### src/hw/rtl/asbd_pkg.sv
// Shared types and constants for the area-sorted block dictionary.
`timescale 1ns / 1ps

package asbd_pkg;

  localparam int COUNT_BITS = 32;
  localparam int IN_ID_W    = 16;
  localparam int IN_SIDE_W  = 8;
  localparam int IN_IDX_W   = 6;
  localparam int HELD_W     = 7;
  localparam int IN_DATA_W  = 40;
  localparam int OUT_DATA_W = 80;

  typedef enum logic [1:0] {
    ACT_INSERT = 2'd0,
    ACT_REMOVE = 2'd1,
    ACT_READ   = 2'd2,
    ACT_INCR   = 2'd3
  } action_t;

  typedef enum logic [1:0] {
    ST_OK        = 2'd0,
    ST_FULL      = 2'd1,
    ST_NOT_FOUND = 2'd2,
    ST_RANGE     = 2'd3
  } status_t;

  // Update strobes broadcast to every cell; at most one is high per cycle.
  typedef struct packed {
    logic ins;
    logic rem;
    logic inc;
  } cmd_t;

endpackage

### src/hw/rtl/asbd_cell.sv
// One dictionary slot: holds an entry and shifts, takes or bumps it on command.
`timescale 1ns / 1ps

module asbd_cell #(
  parameter int POS       = 0,
  parameter int EW        = 80,
  parameter int ID_BITS   = 16,
  parameter int SIDE_BITS = 8,
  parameter int TOT_BITS  = 7
) (
  input  logic                 clk,
  input  asbd_pkg::cmd_t       cmd,
  input  logic [EW-1:0]        new_ent,
  input  logic [TOT_BITS-1:0]  total,
  input  logic [5:0]           rd_index,
  input  logic [EW-1:0]        prev_ent,
  input  logic                 prev_lt,
  input  logic [EW-1:0]        next_ent,
  input  logic                 below_in,
  input  logic                 above_in,
  input  logic [EW-1:0]        rd_in,
  output logic [EW-1:0]        ent,
  output logic                 lt,
  output logic                 below_out,
  output logic                 above_out,
  output logic [EW-1:0]        rd_out
);
  import asbd_pkg::*;

  localparam int AREA_BITS = 2 * SIDE_BITS;
  localparam int AREA_LO   = ID_BITS + 2 * SIDE_BITS;
  localparam int COUNT_LO  = AREA_LO + AREA_BITS;

  logic                  occ;
  logic                  match;
  logic [ID_BITS-1:0]    cur_id;
  logic [ID_BITS-1:0]    key_id;
  logic [AREA_BITS-1:0]  cur_area;
  logic [AREA_BITS-1:0]  key_area;
  logic [COUNT_BITS-1:0] cur_count;

  assign occ       = total > TOT_BITS'(POS);
  assign cur_id    = ent[ID_BITS-1:0];
  assign key_id    = new_ent[ID_BITS-1:0];
  assign cur_area  = ent[COUNT_LO-1:AREA_LO];
  assign key_area  = new_ent[COUNT_LO-1:AREA_LO];
  assign cur_count = ent[EW-1:COUNT_LO];

  assign match     = occ && (cur_id == key_id);
  assign lt        = occ && (cur_area < key_area);
  assign below_out = below_in | match;
  assign above_out = above_in | match;
  assign rd_out    = (32'(rd_index) == POS) ? ent : rd_in;

  always_ff @(posedge clk) begin
    if (cmd.ins) begin
      // Cells at or above the insertion point move up by one.
      if (!lt) begin
        ent <= prev_lt ? new_ent : prev_ent;
      end
    end else if (cmd.rem) begin
      // The last matching cell and all above it pull from the next one.
      if (!above_in) begin
        ent <= next_ent;
      end
    end else if (cmd.inc) begin
      if (match && !below_in && (cur_count != {COUNT_BITS{1'b1}})) begin
        ent[EW-1:COUNT_LO] <= cur_count + COUNT_BITS'(1);
      end
    end
  end

endmodule
### config.mk
export PLATFORM = sky130hd
export DESIGN_NAME = asbd_cell
export DESIGN_NICKNAME = d
export VERILOG_FILES = /design/src/hw/rtl/asbd_pkg.sv /design/src/hw/rtl/asbd_cell.sv
export SDC_FILE = /design/constraint.sdc
export NUM_CORES = 1
export LEC_CHECK = 0
export ABC_AREA = 1
export BUFFER_PORTS_ARGS = -buffer_cell sky130_fd_sc_hd__clkbuf_2
export CORE_AREA = 3 3 197 199
export CTS_CLUSTER_SIZE = 40
export DETAILED_ROUTE_END_ITERATION = 10
export DIE_AREA = 0 0 200 202
export PLACE_DENSITY = 0.48
export REMOVE_ABC_BUFFERS = 1
export SLEW_MARGIN = 20
export SYNTH_ARGS = -nofsm -noshare
export SYNTH_HDL_FRONTEND = slang
export SYNTH_SLANG_ARGS = --single-unit
### constraint.sdc
create_clock -name clk -period 5.27 [get_ports clk]
set_input_delay 1.054 -clock clk [delete_from_list [all_inputs] [get_ports clk]]
set_output_delay 1.054 -clock clk [all_outputs]
set_load 0.005 [all_outputs]
After elaboration in Yosys (flattened, before gate mapping)
Index checks and enable logic that the tools add are counted.
{"block": "word_totals", "register_bits": 80, "inputBits": 340, "output_inout_bits": 163, "word_cells": 32}
{"block": "classes", "n_reduce_logical": 11, "n_mux": 9, "order_cmp": 2, "bitwise_logic": 2, "eq_ne": 5, "n_addsub": 1}
{"cell": "2-to-1 mux 80 bit", "n": 5}
{"cell": "2-to-1 mux 32 bit", "n": 3}
{"cell": "2-to-1 mux 48 bit", "n": 1}
{"cell": "adder 32 x 1 -> 32 bit (second input constant)", "n": 1}
{"cell": "!= test 32 bit (second input constant)", "n": 1}
{"cell": "equality test 16 bit", "n": 1}
{"cell": "< comparator 16 bit", "n": 1}
{"cell": "greater-than comparator 7 x 1 -> 1 bit (second input constant)", "n": 1}
{"cell": "zero test 6 bit", "n": 1}
{"cell": "nonzero test 3 bit", "n": 2}
{"cell": "logical AND 1 bit", "n": 4}
{"cell": "!= test 2 bit (second input constant)", "n": 2}
{"cell": "AND reduction 4 bit", "n": 1}
{"cell": "!= test 3 bit (second input constant)", "n": 1}
{"cell": "AND reduction 3 bit", "n": 1}
{"cell": "OR 1 bit", "n": 2}
{"cell": "nonzero test 2 bit", "n": 1}
{"cell": "zero test 1 bit", "n": 1}

Longest topological paths before layout
Gate-level depths: netlist of run 1.
{"block": "logic_depth", "word_depth": 8, "mapped_depth": 12, "ltp_nobuf": 12}

Worst setup path before layout of run 1
Ideal clock, no wire load.
{"block": "synth_path", "kind": "input -> register", "startpoint": "input new_ent[43]", "endpoint": "register ent[48] (enable)", "path_stages": 10, "arrival_time_ps": 3417, "slack_ps": 1422, "setup_time_ps": 432, "n_path_buf": 0, "t_required_ps": 4838, "cell_sequence": "inv_1 ha_1 nand2_1 inv_1 o21ai_0 a21oi_1 nor2_1 nand3_1 nand2_1 a21oi_1"}
{"block": "synth_via", "elab_chain_len": 4}
{"element": "start, declared", "line_no": "asbd_cell.sv:13", "text": "input logic [EW-1:0] new_ent,"}
{"element": "< comparator 16 bit", "line_no": "asbd_cell.sv:50", "text": "assign lt = occ && (cur_area < key_area);"}
{"element": "logical AND 1 bit", "line_no": "asbd_cell.sv:50"}
{"element": "!= test 2 bit (no source line)"}
{"element": "AND reduction 4 bit (no source line)"}
{"element": "end signal, assigned", "line_no": "asbd_cell.sv:59", "text": "ent <= prev_lt ? new_ent : prev_ent;"}
{"element": "end signal, assigned", "line_no": "asbd_cell.sv:64", "text": "ent <= next_ent;"}
{"element": "end signal, assigned by index", "line_no": "asbd_cell.sv:68", "text": "ent[EW-1:COUNT_LO] <= cur_count + COUNT_BITS'(1);"}
{"element": "end, declared", "line_no": "asbd_cell.sv:22", "text": "output logic [EW-1:0] ent,"}
No other way between the ends.
A chain may end at the register's enable or synchronous reset.

Final worst setup path of run 1
{"block": "layout_path", "startpoint": "input rd_index[3]", "endpoint": "output rd_out[18]"}
{"block": "layout_via", "elab_chain_len": 2}
{"element": "start, declared", "line_no": "asbd_cell.sv:15", "text": "input logic [5:0] rd_index,"}
{"element": "zero test 6 bit", "line_no": "asbd_cell.sv:53", "text": "assign rd_out = (32'(rd_index) == POS) ? ent : rd_in;"}
{"element": "2-to-1 mux 80 bit", "line_no": "asbd_cell.sv:53"}
{"element": "end, declared", "line_no": "asbd_cell.sv:26", "text": "output logic [EW-1:0] rd_out"}
No other way between the ends.

==> results of run 1 <==
## layer usage
layer / up-vias / track usage, % / wire [um]
li1: 3983 / - / -
met1: 3618 / 19.1 / 13600
met2: 344 / 26.9 / 15900
met3: 35 / 3.57 / 2250
met4: 4 / 4.19 / 709
met5: - / 0 / 27
## Yosys cell counts (3+ instances only)
library cell | count | area, um^2
nand2_1 | 187 | 702
buf_2 | 13 | 65.1
o21ai_0 | 171 | 856
nor2_4 | 6 | 67.6
nor2_1 | 126 | 473
o211ai_1 | 10 | 75.1
nand2_2 | 6 | 37.5
nand3_2 | 3 | 30.0
a21oi_1 | 24 | 120
nor2_2 | 4 | 25.0
ha_1 | 16 | 200
mux2_2 | 52 | 586
nor3_1 | 16 | 80.1
o221ai_1 | 5 | 43.8
edfxtp_1 | 80 | 2400
inv_1 | 67 | 251
xnor2_1 | 12 | 105
nand4_1 | 3 | 18.8
o21ai_1 | 7 | 35.0
nand3_1 | 21 | 105
xor2_1 | 11 | 96.3
clkbuf_1 | 35 | 131
## metrics by stage
stage / worst slack, ns / utilization, % / cells / area, um^2
after floorplan: 0.662 / - / 842 / 6420
after global routing: 1.62 / 26.7 / 1880 / 9970
after CTS: 1.69 / 26.7 / 1880 / 9970
final: 1.70 / 26.7 / 1881 / 9970
after global placement: 1.70 / 25.9 / 1864 / 9670
after detailed placement: 1.70 / 25.9 / 1864 / 9670
## power groups by stage
stage	clock (mW)	combinational [mW]	sequential [mW]
2_1_floorplan	0	0.263	0.879
3_3_place_gp	0	0.629	0.906
3_5_place_dp	0	0.632	0.906
4_1_cts	0.693	0.635	0.893
5_1_grt	0.715	0.705	0.902
6_report	0.659	0.622	0.890
## how the worst max path moves through the flow
stage / startpoint / to / slack, ns
3_3_place_gp: prev_lt / ent[72] / 1.70
3_5_place_dp: rd_index[3] / rd_out[25] / 1.70
5_1_grt: rd_index[3] / rd_out[25] / 1.62
4_1_cts: rd_index[3] / rd_out[25] / 1.69
6_report: rd_index[3] / rd_out[18] / 1.70
2_1_floorplan: rd_index[3] / rd_out[0] / 0.66
## logic make-up (layout without fill, tap and decap cells)
kind of cell	count (synthesis)	count (layout)
AND/OR/NAND/NOR	380	380
AO/OA/AOI/OAI	222	222
buffers and inverters	117	596
flip-flops	80	80
multiplexers	52	52
XOR/XNOR	23	23
adder cells (fa/ha/maj)	16	16
other	0	1
## cell type report
| class | count | area [um^2] |
|---|---|---|
| antenna | 1 | 2.50 |
| clock buffer | 9 | 225 |
| clock inverter | 7 | 72.6 |
| fill | 4204 | 27400 |
| inverter | 69 | 260 |
| multi-input combinational | 693 | 3790 |
| sequential | 80 | 2400 |
| tap | 511 | 639 |
| timing repair buffer | 511 | 2580 |
## worst max-delay path, cell delays in order
cell and delay (ns):
clkbuf_2 0.08, nor4_1 0.43, nand2_4 0.09, buf_4 0.30, mux2_2 0.37, clkbuf_2 0.12
==> qor.yml, run 1 <==
critPathRequiredTime_ns: 4.22
worst_pin_slew_ns: 1.01
cts_root_buf: "clkbuf_16"
hold_path_depth: 4
syn2layout_area_growth_pct: 50.7
synth_mux_area_share_pct: 8.85
timing.rr.end: "ent[49]"
crit_type: "in2out"
p_sw_share_pct: 33.2
cts.sinks: 80
core-area_um2: 37400
synth_cell_types: 34
ys_ff_latch: 80
cts_tree: "yes"
r2r_slack_ns: 2.75
wl_um: 32500
vias: 7984
layout_common_cells: "clkbuf_2 (500), nand2_1 (186), o21ai_0 (171)"
critical_path.endpoint_type: "primary output"
wl_per_cell_um: 17.3
die_w_um: 200
placement.io_buffers: 502
combPwrFrac_pct: 28.6
p_sw_mw: 0.722
period_share_pct: 67.8
vias_per_cell: 4.24
grt_pass1_wl_um: 47600
drt-pass1-iter-count: 5
hpwlAfterDp_um: 26300
syn-cell-area_um2: 6620
cts_buffer_depth: 2
ant_nets: 0
reg2reg_from: "ent[4]"
period_minus_slack_ns: 3.57
post_cts_buffers: 0
syn_area_per_cell_um2: 7.43
yosysWarnings: 0
syn_inst: 890
grt_max_degree: 82
status: "completed"
skew_ns: 0.0111
io_pins: 503
power_mw: 2.17
antenna_found_initial: 2
setup_violations: 0
clock_latency_ns: 0.35
maxCapViolCount: 0
hold_path.class: "reg2reg"
ctsResizeCount: 0
pwr-share-clk_pct: 30.4
rows: 71
pwr-share-seq_pct: 41.0
reg_top3: "ent: 80 flops"
whs_ns: 0.747
p_per_area_nw_per_um2: 218
cp_max_fo: 63
synth_top_family_by_area: "simple AND/OR/NAND/NOR gates"
crit_path_start_kind: "input port"
vdd.ir_drop.worst_mv: 0.164
max_slew_margin_pct: 32.2
drive_gt1_share_pct: 44.4
drc_errors: 0
nNetsFinal: 1720
worstHoldEndpoint: "ent[79]"
grt_pass1_vias: 7978
intPower_mw: 1.45
fmax_ghz: 0.280
clkTransAtPathRegs_ns: 0.06
largest_register_ff_count: 80
synth_ff_type: "edfxtp_1"
tns_ns: 0
ctsHtreeMaxLevel: 3
synthArstFlopShare_pct: 0
dieArea_um2: 40400
synthAdderAreaFrac_pct: 3.03
rr_worst_depth: 8
die_y_um: 202
rsz0062_at_grt: "no"
mostFrequentLayoutCell: "clkbuf_2"
crit_arrival_ns: 2.52
regMostFlops: "ent"
synth-compound-area-share_pct: 17.6
final_max_slew_viol_count: 0
ctsHoldBuffers: 0
numCtsBuffers: 9
start_util_pct: 17.7
globalRouteOverflowTotal: 0
synth_edf_count: 80
first_iter_violations: 336
hold_violations: 0
place.gp.congestion: 0.848
yosys.area_share.simple_pct: 24.2
ys_seq_area_share_pct: 36.3
p_leak_nw: 4.87
synth-xor-area-share_pct: 3.04
track_usage_pct: 15.5
hold_start: "ent[79]"
Note: power is estimated with default switching activity, not from simulation.
==> run 2, diff against run 1 <==
Settings changed: CORE_AREA 3 3 197 199 to 3 3 195 197, DIE_AREA 0 0 200 202 to 0 0 198 200, PLACE_DENSITY 0.48 to 0.5.
Clock period 5.27 ns to 3.2 ns, I/O delays scaled along.
==> run 2 against run 1 <==
  * Clock power rose by 61%
  * Sequential share of layout area decreased by 0.10 points
  * Non-clock buffer count rose by 6
  * Via count up 0.66%
  * Critical path type is now reg2out
  * Largest power group unchanged
==> qor.yml, run 2 (synthesis gave the netlist of run 1 again) <==
hpwlAfterDp_um: 27600  # was 26300 um
rr_worst_depth: 8  # unchanged
setup_violations: 0  # unchanged
grt_max_degree: 109  # was 82
numCtsBuffers: 9  # unchanged
dieArea_um2: 39600  # was 40400 um^2
critical_path.endpoint_type: "primary output"  # unchanged
ctsResizeCount: 0  # unchanged
wl_per_cell_um: 18.0  # was 17.3 um
drive_gt1_share_pct: 44.7  # was 44.4%
cpMostUsedCell: "nor2_1"  # was clkbuf_2
core-area_um2: 36400  # was 37400 um^2
hold_violations: 0  # unchanged
slowest_stage: "edfxtp_1"  # was nor4_1
rsz0062_at_grt: "no"  # unchanged
p_leak_nw: 4.92  # was 4.87 nW
p_sw_mw: 1.18  # was 0.722 mW
syn2layout_area_growth_pct: 51.4  # was 50.7%
cts_tree: "yes"  # unchanged
crit_type: "reg2out"  # was in2out
ctsHtreeMaxLevel: 3  # unchanged
vias_per_cell: 4.36  # was 4.24
hold_path.class: "in2reg"  # was reg2reg
vias: 8037  # was 7984
crit_path_start_kind: "flip-flop"  # was input port
pwr-share-clk_pct: 29.5  # was 30.4%
r2r_slack_ns: 0.63  # was 2.75 ns
cts.sinks: 80  # unchanged
cp_slowest_stage_delay_ns: 0.49  # was 0.43 ns
fmax_ghz: 0.344
maxCapViolCount: 0  # unchanged
die_y_um: 200  # was 202 um
path_cells: "xnor2_1 -> nand2_1 -> nor2_1 -> nand3_1 -> nor2_1 -> or2_2 -> clkbuf_2"  # was clkbuf_2 -> nor4_1 -> nand2_4 -> buf_4 -> mux2_2 -> clkbuf_2
vdd.ir_drop.worst_mv: 0.236  # was 0.164 mV
worst_pin_slew_ns: 0.906  # was 1.01 ns
p_per_area_nw_per_um2: 357  # was 218 nW/um^2
largest_register_ff_count: 80  # unchanged
status: "completed"  # unchanged
reg_top3: "ent: 80 flops"  # unchanged
place_area_um2: 9730  # was 9670 um^2
max_slew_margin_pct: 39.5  # was 32.2%
antenna_found_initial: 2  # unchanged
io_pins: 503  # unchanged
cp_max_fo: 3  # was 63
diodes: 0  # was 1
final_max_slew_viol_count: 0  # unchanged
track_usage_pct: 15.9  # was 15.5%
pwr-share-seq_pct: 41.0  # about the same
post_cts_buffers: 0  # unchanged
rows: 70  # was 71
final_util_pct: 27.5  # was 26.7%
skew_ns: 0.00815  # was 0.0111 ns
intPower_mw: 2.40  # was 1.45 mW
p_sw_share_pct: 32.9  # was 33.2%
regMostFlops: "ent"  # unchanged
clkTransAtPathRegs_ns: 0.06  # about the same
die_w_um: 198  # was 200 um
hold_path_depth: 3  # was 4
drc_errors: 0  # unchanged
cts_buffer_depth: 2  # unchanged
grt_pass1_vias: 8025  # was 7978
ant_nets: 0  # unchanged
mostFrequentLayoutCell: "clkbuf_2"  # unchanged
wl_um: 33200  # was 32500 um
nNetsFinal: 1726  # was 1720
critPathRequiredTime_ns: 2.56  # was 4.22 ns
period_share_pct: 90.9
first_iter_violations: 249  # was 336
start_util_pct: 18.2  # was 17.7%
globalRouteOverflowTotal: 0  # unchanged
cts_root_buf: "clkbuf_16"  # unchanged
clock_latency_ns: 0.35  # about the same
place.gp.congestion: 0.848  # about the same
crit_arrival_ns: 2.27  # was 2.52 ns
tns_ns: 0  # unchanged
layout_common_cells: "clkbuf_2 (500), nand2_1 (186), o21ai_0 (171)"  # unchanged
period_minus_slack_ns: 2.91
combPwrFrac_pct: 29.5  # was 28.6%
grt_pass1_wl_um: 47300  # was 47600 um
placement.io_buffers: 502  # unchanged
drt-pass1-iter-count: 5  # unchanged
finalInstanceArea_um2: 10000  # was 9970 um^2
ctsHoldBuffers: 0  # unchanged
run 2: area by class of cell:
type                       count  area (um^2)
clock inverter                 6         60.1
timing repair buffer         517         2690
sequential                    80         2400
multi-input combinational    693         3790
fill                        4040        26400
inverter                      69          260
tap                          468          586
clock buffer                  10          229
run 2: per-layer routing:
layer / routed length (um) / up-vias / global-route usage (%) / share of wire, %
met3: 2400 / 36 / 4.06 / 7.2
li1: - / 3982 / - / -
met2: 16700 / 334 / 28.5 / 50
met4: 792 / 4 / 5.87 / 2.4
met1: 13300 / 3681 / 18.5 / 40
met5: 30 / - / 0 / 0.090
run 2: power groups by stage:
stage | Combinational (mW) | Sequential [mW] | Clock, mW
6_report | 1.06 | 1.47 | 1.06
5_1_grt | 1.19 | 1.48 | 1.14
4_1_cts | 1.08 | 1.47 | 1.12
3_5_place_dp | 1.07 | 1.49 | 0
3_3_place_gp | 1.07 | 1.49 | 0
2_1_floorplan | 0.433 | 1.45 | 0
run 2: through the flow:
| stage | total power, mW | hold WS, ns | instances | setup slack (ns) |
|---|---|---|---|---|
| 6_report | 3.58 | 0.564 | 1843 | 0.290 |
| 5_1_grt | 3.82 | 0.548 | 1843 | 0.168 |
| 4_1_cts | 3.67 | 0.528 | 1843 | 0.230 |
| 3_5_place_dp | 2.57 | 0.723 | 1827 | 0.390 |
| 3_3_place_gp | 2.56 | 0.695 | 1827 | 0.382 |
| 2_1_floorplan | 1.88 | 0.681 | 842 | -0.580 |
run 2: path summary, 6_finish.rpt:
kind | start | to
hold / removal | next_ent[11] | ent[11]
setup / recovery | ent[8] | above_out
setup reg to reg | ent[8] | ent[55]
hold reg to reg | ent[78] | ent[78]
run 2: critical path, delay by kind of cell, from the launching register on:
kind	cells	cell delay [ns]
AND/OR/NAND/NOR	5	1.14
flip-flops	1	0.49
XOR/XNOR	1	0.17
buffers and inverters	1	0.10
